File: src/hdl/bfm_pkg.sv
// Package for the Butterworth frequency mask filter.
// Holds the payload structs, stage structs, widths and rounding helpers.
// Has no dependencies; every other file in hdl uses it.
package bfm_pkg;

    localparam int CUT_W     = 11;
    localparam int GRID_W    = 13;
    localparam int COORD_W   = 12;
    localparam int SAMP_W    = 32;
    localparam int WGT_W     = 17;
    localparam int D2_W      = 22;
    localparam int D4_W      = 44;
    localparam int SQ_W      = 24;
    localparam int R2_W      = 25;
    localparam int R4_W      = 50;
    localparam int DEN_W     = 51;
    localparam int NUM_W     = 61;
    localparam int QBITS     = 17;
    localparam int FRAC_BITS = 16;
    localparam int PROD_W    = SAMP_W + WGT_W;
    localparam int CIDX_W    = 2;

    localparam logic [WGT_W-1:0] ONE_Q16 = 17'h10000;

    typedef enum logic [CIDX_W-1:0] {
        CFG_CUTOFF = 2'd0,
        CFG_ROWS   = 2'd1,
        CFG_COLS   = 2'd2
    } cfg_idx_t;

    typedef struct packed {
        logic        [COORD_W-1:0] row_index;
        logic        [COORD_W-1:0] col_index;
        logic signed [SAMP_W-1:0]  sample_real;
        logic signed [SAMP_W-1:0]  sample_imag;
    } in_t;

    typedef struct packed {
        logic        [WGT_W-1:0]  low_weight;
        logic        [WGT_W-1:0]  high_weight;
        logic signed [SAMP_W-1:0] low_real;
        logic signed [SAMP_W-1:0] low_imag;
        logic signed [SAMP_W-1:0] high_real;
        logic signed [SAMP_W-1:0] high_imag;
    } out_t;

    typedef struct packed {
        logic [CUT_W-1:0]   cutoff;
        logic [COORD_W-1:0] row_ctr;
        logic [COORD_W-1:0] col_ctr;
    } geom_cfg_t;

    typedef struct packed {
        logic                     zero;
        logic [DEN_W-1:0]         den;
        logic [NUM_W-1:0]         num;
        logic signed [SAMP_W-1:0] re;
        logic signed [SAMP_W-1:0] im;
    } div_req_t;

    typedef struct packed {
        logic                     zero;
        logic [DEN_W-1:0]         den;
        logic [DEN_W-1:0]         rem;
        logic [QBITS-1:0]         nlo;
        logic [QBITS-1:0]         q;
        logic signed [SAMP_W-1:0] re;
        logic signed [SAMP_W-1:0] im;
    } div_stage_t;

    typedef struct packed {
        logic                     zero;
        logic [QBITS-1:0]         q;
        logic signed [SAMP_W-1:0] re;
        logic signed [SAMP_W-1:0] im;
    } div_rsp_t;

    function automatic logic [COORD_W-1:0] abs_diff(input logic [COORD_W-1:0] a,
                                                    input logic [COORD_W-1:0] b);
        abs_diff = (a >= b) ? (a - b) : (b - a);
    endfunction

    // Rounds a weighted magnitude half away from zero and saturates to 32 bits.
    // The product never reaches 2^48, so the rounded magnitude fits 33 bits.
    function automatic logic [SAMP_W-1:0] round_sat(input logic [PROD_W-1:0] prod,
                                                    input logic              neg);
        logic [PROD_W:0]   sum;
        logic [SAMP_W:0]   mag;
        logic [SAMP_W-1:0] res;
        sum = {1'b0, prod} + (PROD_W+1)'(32768);
        mag = sum[SAMP_W+FRAC_BITS:FRAC_BITS];
        if (neg) begin
            if (mag > (SAMP_W+1)'(33'h080000000)) begin
                mag = (SAMP_W+1)'(33'h080000000);
            end
            res = ~mag[SAMP_W-1:0] + 32'd1;
        end else begin
            if (mag > (SAMP_W+1)'(33'h07FFFFFFF)) begin
                mag = (SAMP_W+1)'(33'h07FFFFFFF);
            end
            res = mag[SAMP_W-1:0];
        end
        round_sat = res;
    endfunction

endpackage

File: src/hdl/bfm_geom.sv
// Geometry front end: distance to the grid centre, r^4, D^4, and the
// numerator and denominator of the low-pass weight. Six register stages.
// Depends on bfm_pkg.
module bfm_geom #(
    parameter int COORD_BITS = 12
) (
    input  logic                 clk,
    input  logic                 rst_n,
    input  bfm_pkg::geom_cfg_t   cfg,
    input  logic                 in_valid,
    output logic                 in_ready,
    input  bfm_pkg::in_t         in_data,
    output logic                 out_valid,
    input  logic                 out_ready,
    output bfm_pkg::div_req_t    out_data
);

    localparam logic [bfm_pkg::COORD_W-1:0] CMASK = (COORD_BITS >= bfm_pkg::COORD_W)
        ? {bfm_pkg::COORD_W{1'b1}}
        : bfm_pkg::COORD_W'((1 << COORD_BITS) - 1);

    logic [6:1] v_reg;
    logic [7:1] rdy;

    logic [bfm_pkg::COORD_W-1:0] dr_reg, dc_reg;
    logic [bfm_pkg::D2_W-1:0]    d2_reg;
    logic [bfm_pkg::SQ_W-1:0]    dr2_reg, dc2_reg;
    logic [bfm_pkg::D4_W-1:0]    d4a_reg, d4b_reg, d4c_reg, d4d_reg;
    logic [bfm_pkg::R2_W-1:0]    r2_reg;
    logic [bfm_pkg::R4_W-1:0]    r4_reg;
    logic [bfm_pkg::DEN_W-1:0]   den5_reg, den6_reg;
    logic [bfm_pkg::NUM_W-1:0]   num_reg;
    logic                        zero4_reg, zero5_reg, zero6_reg;
    logic signed [bfm_pkg::SAMP_W-1:0] re_reg [6:1];
    logic signed [bfm_pkg::SAMP_W-1:0] im_reg [6:1];

    logic [bfm_pkg::COORD_W-1:0] row_next, col_next;

    assign rdy[7] = out_ready;
    genvar k;
    generate
        for (k = 1; k <= 6; k++) begin : g_rdy
            assign rdy[k] = !v_reg[k] || rdy[k+1];
        end
    endgenerate
    assign in_ready  = rdy[1];
    assign out_valid = v_reg[6];

    assign row_next = in_data.row_index & CMASK;
    assign col_next = in_data.col_index & CMASK;

    always_ff @(posedge clk or negedge rst_n)
    begin
        if (!rst_n) begin
            v_reg <= '0;
        end else begin
            if (rdy[1]) v_reg[1] <= in_valid;
            if (rdy[2]) v_reg[2] <= v_reg[1];
            if (rdy[3]) v_reg[3] <= v_reg[2];
            if (rdy[4]) v_reg[4] <= v_reg[3];
            if (rdy[5]) v_reg[5] <= v_reg[4];
            if (rdy[6]) v_reg[6] <= v_reg[5];
        end
    end

    always_ff @(posedge clk)
    begin
        if (rdy[1]) begin
            dr_reg    <= bfm_pkg::abs_diff(row_next, cfg.row_ctr);
            dc_reg    <= bfm_pkg::abs_diff(col_next, cfg.col_ctr);
            d2_reg    <= bfm_pkg::D2_W'(cfg.cutoff) * bfm_pkg::D2_W'(cfg.cutoff);
            re_reg[1] <= in_data.sample_real;
            im_reg[1] <= in_data.sample_imag;
        end
        if (rdy[2]) begin
            dr2_reg   <= bfm_pkg::SQ_W'(dr_reg) * bfm_pkg::SQ_W'(dr_reg);
            dc2_reg   <= bfm_pkg::SQ_W'(dc_reg) * bfm_pkg::SQ_W'(dc_reg);
            d4a_reg   <= bfm_pkg::D4_W'(d2_reg) * bfm_pkg::D4_W'(d2_reg);
            re_reg[2] <= re_reg[1];
            im_reg[2] <= im_reg[1];
        end
        if (rdy[3]) begin
            r2_reg    <= bfm_pkg::R2_W'(dr2_reg) + bfm_pkg::R2_W'(dc2_reg);
            d4b_reg   <= d4a_reg;
            re_reg[3] <= re_reg[2];
            im_reg[3] <= im_reg[2];
        end
        if (rdy[4]) begin
            r4_reg    <= bfm_pkg::R4_W'(r2_reg) * bfm_pkg::R4_W'(r2_reg);
            zero4_reg <= (r2_reg == '0);
            d4c_reg   <= d4b_reg;
            re_reg[4] <= re_reg[3];
            im_reg[4] <= im_reg[3];
        end
        if (rdy[5]) begin
            den5_reg  <= bfm_pkg::DEN_W'(d4c_reg) + bfm_pkg::DEN_W'(r4_reg);
            zero5_reg <= zero4_reg;
            d4d_reg   <= d4c_reg;
            re_reg[5] <= re_reg[4];
            im_reg[5] <= im_reg[4];
        end
        if (rdy[6]) begin
            // The half-denominator term rounds the quotient to nearest.
            num_reg   <= bfm_pkg::NUM_W'({d4d_reg, {bfm_pkg::FRAC_BITS{1'b0}}})
                         + bfm_pkg::NUM_W'(den5_reg[bfm_pkg::DEN_W-1:1]);
            den6_reg  <= den5_reg;
            zero6_reg <= zero5_reg;
            re_reg[6] <= re_reg[5];
            im_reg[6] <= im_reg[5];
        end
    end

    always_comb
    begin
        out_data.zero = zero6_reg;
        out_data.den  = den6_reg;
        out_data.num  = num_reg;
        out_data.re   = re_reg[6];
        out_data.im   = im_reg[6];
    end

endmodule

File: config.mk
export PLATFORM = sky130hd
export DESIGN_NAME = bfm_geom
export DESIGN_NICKNAME = d
export VERILOG_FILES = /design/src/hdl/bfm_pkg.sv /design/src/hdl/bfm_geom.sv
export SDC_FILE = /design/constraint.sdc
export NUM_CORES = 2
export LEC_CHECK = 0
export ABC_AREA = 1
export BUFFER_PORTS_ARGS = -buffer_cell sky130_fd_sc_hd__buf_2
export CORE_ASPECT_RATIO = 0.75
export CORE_UTILIZATION = 55
export DETAILED_ROUTE_END_ITERATION = 7
export PLACE_DENSITY_LB_ADDON = 0.1
export SYNTH_ARGS = -nofsm -noshare
export SYNTH_HDL_FRONTEND = slang
export SYNTH_SLANG_ARGS = --single-unit
File: constraint.sdc
create_clock -name clk -period 62.2 [get_ports clk]
set_input_delay 12.44 -clock clk [delete_from_list [all_inputs] [get_ports clk]]
set_output_delay 12.44 -clock clk [all_outputs]
set_load 0.01 [all_outputs]
Yosys cells after proc, flatten, opt, wreduce, memory -nomap -nowiden
Memory sizes are Yosys's and may differ from the RTL's.
Cells that the tools add are included.
{"block": "op_classes", "n_addsub": 7, "multipliers": 5, "n_div": 0, "order_cmp": 2, "n_eq_ne": 0, "n_shift": 0, "n_mux": 14, "bitwise_logic": 0, "reduce_logical": 13}
{"op": "adder 60 x 50 -> 61 bit", "n": 1}
{"op": "adder 44 x 50 -> 51 bit", "n": 1}
{"op": "multiplier 25 x 25 -> 50 bit", "n": 1}
{"op": "multiplier 12 x 12 -> 24 bit", "n": 2}
{"op": "subtractor 12 bit", "n": 4}
{"op": "multiplier 22 x 22 -> 44 bit", "n": 1}
{"op": "adder 24 x 24 -> 25 bit", "n": 1}
{"op": "logical NOT 25 bit", "n": 1}
{"op": ">= comparator 12 bit", "n": 2}
{"op": "2-to-1 mux 12 bit", "n": 2}
{"op": "multiplier 11 x 11 -> 22 bit", "n": 1}
{"op": "2-to-1 mux 1 bit", "n": 12}
{"op": "logical NOT 1 bit", "n": 6}
{"op": "logical OR 1 bit", "n": 6}
{"block": "word_totals", "ff_bits": 517, "latchBits": 0, "mem_bits_rw": 384, "mem_bits_ro": 0, "inputBits": 127, "memories": 2}
{"memory": "im_reg", "depth": 6, "width": 32, "read_ports": 6, "rd_clocked_by_memory_dff": 0, "write_ports": 6, "line": "bfm_geom.sv:35", "source": "logic signed [bfm_pkg::SAMP_W-1:0] im_reg [6:1];"}
{"memory": "re_reg", "depth": 6, "width": 32, "read_ports": 6, "rd_clocked_by_memory_dff": 0, "write_ports": 6, "line": "bfm_geom.sv:34", "source": "logic signed [bfm_pkg::SAMP_W-1:0] re_reg [6:1];"}

Longest topological paths before layout
{"block": "depth", "depth_word": 9, "mapped_depth": 30}

Least setup slack after synthesis
Ideal clock, no wire load.
{"block": "synth_timing", "path_kind": "input-to-output", "start": "in out_ready", "end": "out in_ready", "arrival_ns": 24.823, "required_ns": 49.760, "path_slack_ns": 24.937, "stages": 8, "path_buffers": 0, "cell_sequence": "nor2_1 -> inv_1 -> nor2_1 -> inv_1 -> nor2_1 -> nand2_1 -> nor2_1 -> nand2_1"}
{"block": "synth_between", "elab_chain_cells": 6}
{"element": "start: declaration", "line": "bfm_geom.sv:14", "source": "input logic out_ready,"}
{"element": "logical OR 1 bit", "line": "bfm_geom.sv:43", "source": "assign rdy[k] = !v_reg[k] || rdy[k+1];"}
{"element": "named net rdy, one bit", "line": "bfm_geom.sv:23", "source": "logic [7:1] rdy;"}
{"element": "logical OR 1 bit", "line": "bfm_geom.sv:43"}
{"element": "named net rdy, one bit", "line": "bfm_geom.sv:23"}
{"element": "logical OR 1 bit (2 in series)", "line": "bfm_geom.sv:43"}
{"element": "named net rdy, one bit", "line": "bfm_geom.sv:23"}
{"element": "logical OR 1 bit (2 in series)", "line": "bfm_geom.sv:43"}
{"element": "end: declaration", "line": "bfm_geom.sv:11", "source": "output logic in_ready,"}
The timed path passes the listed nets, and every way through them passes these cells.

Final worst setup path
Same ends and word-level chain as after synthesis.

==> metrics.txt <==
clk sinks=slightly below 900; total negative slack=0 ns; cell with the most instances after synthesis=inv_1; number of global-route vias before repair=58199; library cells used by synthesis=47; Die Y=approximately 340 µm; starting density of the core=55.6%; Final Hold Fails=0; share of the synthesized area in the top cell type=31.3%; GRT busiest layer=met1; Final WS setup=34.10 ns; crit path max fanout=just under 60; Clk Latency, worst-skew pair=0.74 ns; die width=approximately 450 µm; DP HPWL=161000 µm; cell count after synthesis=9277; Syn Std Cell Area=roughly 0.083 mm²; Worst Path Required=approximately 50 ns; routed vias/inst=a little under 5; Post-CTS Setup Bufs=0; filler cell count=13358; Worst Setup Path Type=in -> out; FF+latch count, synth=877; Syn Area/Cell=around 9 µm²; EDFF count, synth=between 800 and 900; WL/cell=16.8 µm; Inserted Clock Buffers=88; fmax=about 0.036 GHz; Worst-path clk slew=about 0.060 ns; RSZ-0062 raised after global routing=false; top cells by area, synth=edfxtp_1 (31%), fa_1 (24%), inv_1 (11%); dpl ws=34.05 ns; Crit. End Element=output port; Synth async-reset ratio=less than 1%; Post-Route Skew=0.0671 ns; Hold WC Path Type=reg -> reg; antenna violations before repair=4; CTS max path bufs=3; sequential-to-total area share from yosys stat=between 30% and 40%; DRC errors left=0; Final Slew Violations=0; sequential standard cell area=0.0263 mm²; count of endpoints failing setup in the final report=0; Congestion Overflow GR=0; die area=0.153 mm²; outcome=finished clean; CORE AREA=approximately 0.15 mm²; # rows=123; top-level I/O count=306; First-pass DRT Iterations=6; met2 track demand over resource=between 30% and 40%; pin count of the biggest net entering global routing=83; first-pass GRT wire length=312000 µm; nature of the critical path startpoint=input pin; drt first-iter violations=4107; slew margin rel.=26.3%; Top FF cell, synth=edfxtp_1; Global Route Usage Sum=26.0%; layout cells sized above 1=roughly 6.9%; Post-DRT Antenna Nets=0; Synth top cells by count=inv_1 (2551), nand2_1 (2412), fa_1 (1015); warning count from the yosys run=0; WL final=195000 µm; measured slew at the worst slew-check pin=1.10 ns; root buf cell=clkbuf_16; Tmin final=28.10 ns; CTS tree=built; IO buf count=305; number of gates resized after CTS=0; met1 Resource Use GR=roughly two fifths; GRT met3 Usage=4.60%; Layout area overhead=7.52%; final hold slack=0.371 ns; multi-input logic area=~0.046 mm²; Max Cap Viol=0; Hold Buf Count CTS=0; data arrival time of the worst path=between 15 and 20 ns; nets=11294; H-tree depth=3; cell taking the most area after synthesis=edfxtp_1; DR vias=approximately 57000; routability congestion estimate=0.949; Final period util=between 40 and 50%
-- final cells by class --
cell class / count / area share [%]
diodes: 3 / 0.00837
inverters: 2568 / 10.8
repair buffers: 357 / 2.15
multi-input cells: 5595 / 51.6
clock inverters: 51 / 0.766
flip-flops and latches: 877 / 29.3
well taps: 2000 / 2.79
clock buffers: 113 / 2.60
-- layout by cell type, fill, tap and decap left out, drive strengths merged, types with 3 or more instances in the layout --
cell type	instances
and2	4
or2	9
xor2	169
nor2	425
clkbuf	113
inv	2578
nand3b	12
a31oi	13
o21ai	91
conb	13
nand3	252
a21o	19
edfxtp	871
clkinv	22
a21boi	3
dfrtp	6
xnor2	52
fa	1015
buf	357
a21oi	255
nor3	36
o21bai	27
o21a	3
nand4	64
bufinv	11
nand2	2452
diode	3
ha	665
clkinvlp	8
nor4	13
-- cells by family (layout without fill, tap and decap cells) --
logic type | after synthesis | after routing | share of synthesized area (%)
flip-flops | 877 | 877 | 31.5
AND/OR/NAND/NOR | 3269 | 3269 | 16.1
other | 2 | 16 | 0.00900
adder cells (fa/ha/maj) | 1680 | 1680 | 34.3
XOR/XNOR | 221 | 221 | 2.32
buffers and inverters | 2816 | 3089 | 13.1
AO/OA/AOI/OAI | 412 | 412 | 2.71
-- per-stage QoR --
| step | instances | utilization (%) | instance area, µm² |
|---|---|---|---|
| after floorplan | 9288 | - | 83500 |
| after global placement | 11397 | 57.7 | 86700 |
| after detailed placement | 11397 | 57.7 | 86700 |
| after CTS | 11561 | 59.7 | 89700 |
| after global routing | 11562 | 59.7 | 89700 |
| final | 11564 | 59.7 | 89700 |
-- worst paths after layout --
kind / startpoint / endpoint / slack, ns / depth (start not counted)
setup / recovery: out_ready / in_ready / 34.10 / 10
hold / removal: d4b_reg[7] / d4c_reg[7] / 0.37 / 0
setup reg to reg: r2_reg[3] / r4_reg[40] / 55.16 / 26
hold reg to reg: d4b_reg[7] / d4c_reg[7] / 0.37 / 0
max in group asynchronous: rst_n / v_reg[4] / 50.33 / 1
min in group asynchronous: rst_n / v_reg[2] / 11.60 / 1
-- metal layers --
layer / routed length, µm / vias up
met5: 0 / -
li1: - / 28084
met2: 84600 / 1654
met4: 3610 / 0
met3: 14300 / 223
met1: 92300 / 27521
-- worst max-delay path, cell delays in order --
cell and delay, ns:
buf_2 0.10, nor2_1 0.25, inv_6 0.26, nor2_1 0.30, inv_6 0.20, nor2_1 0.42, nand2_4 0.37, nor2_1 0.49
nand2_4 0.45, buf_2 0.29
Power is not shown: default switching activity piles up to over one toggle a cycle in this logic, so the estimate is an artifact.
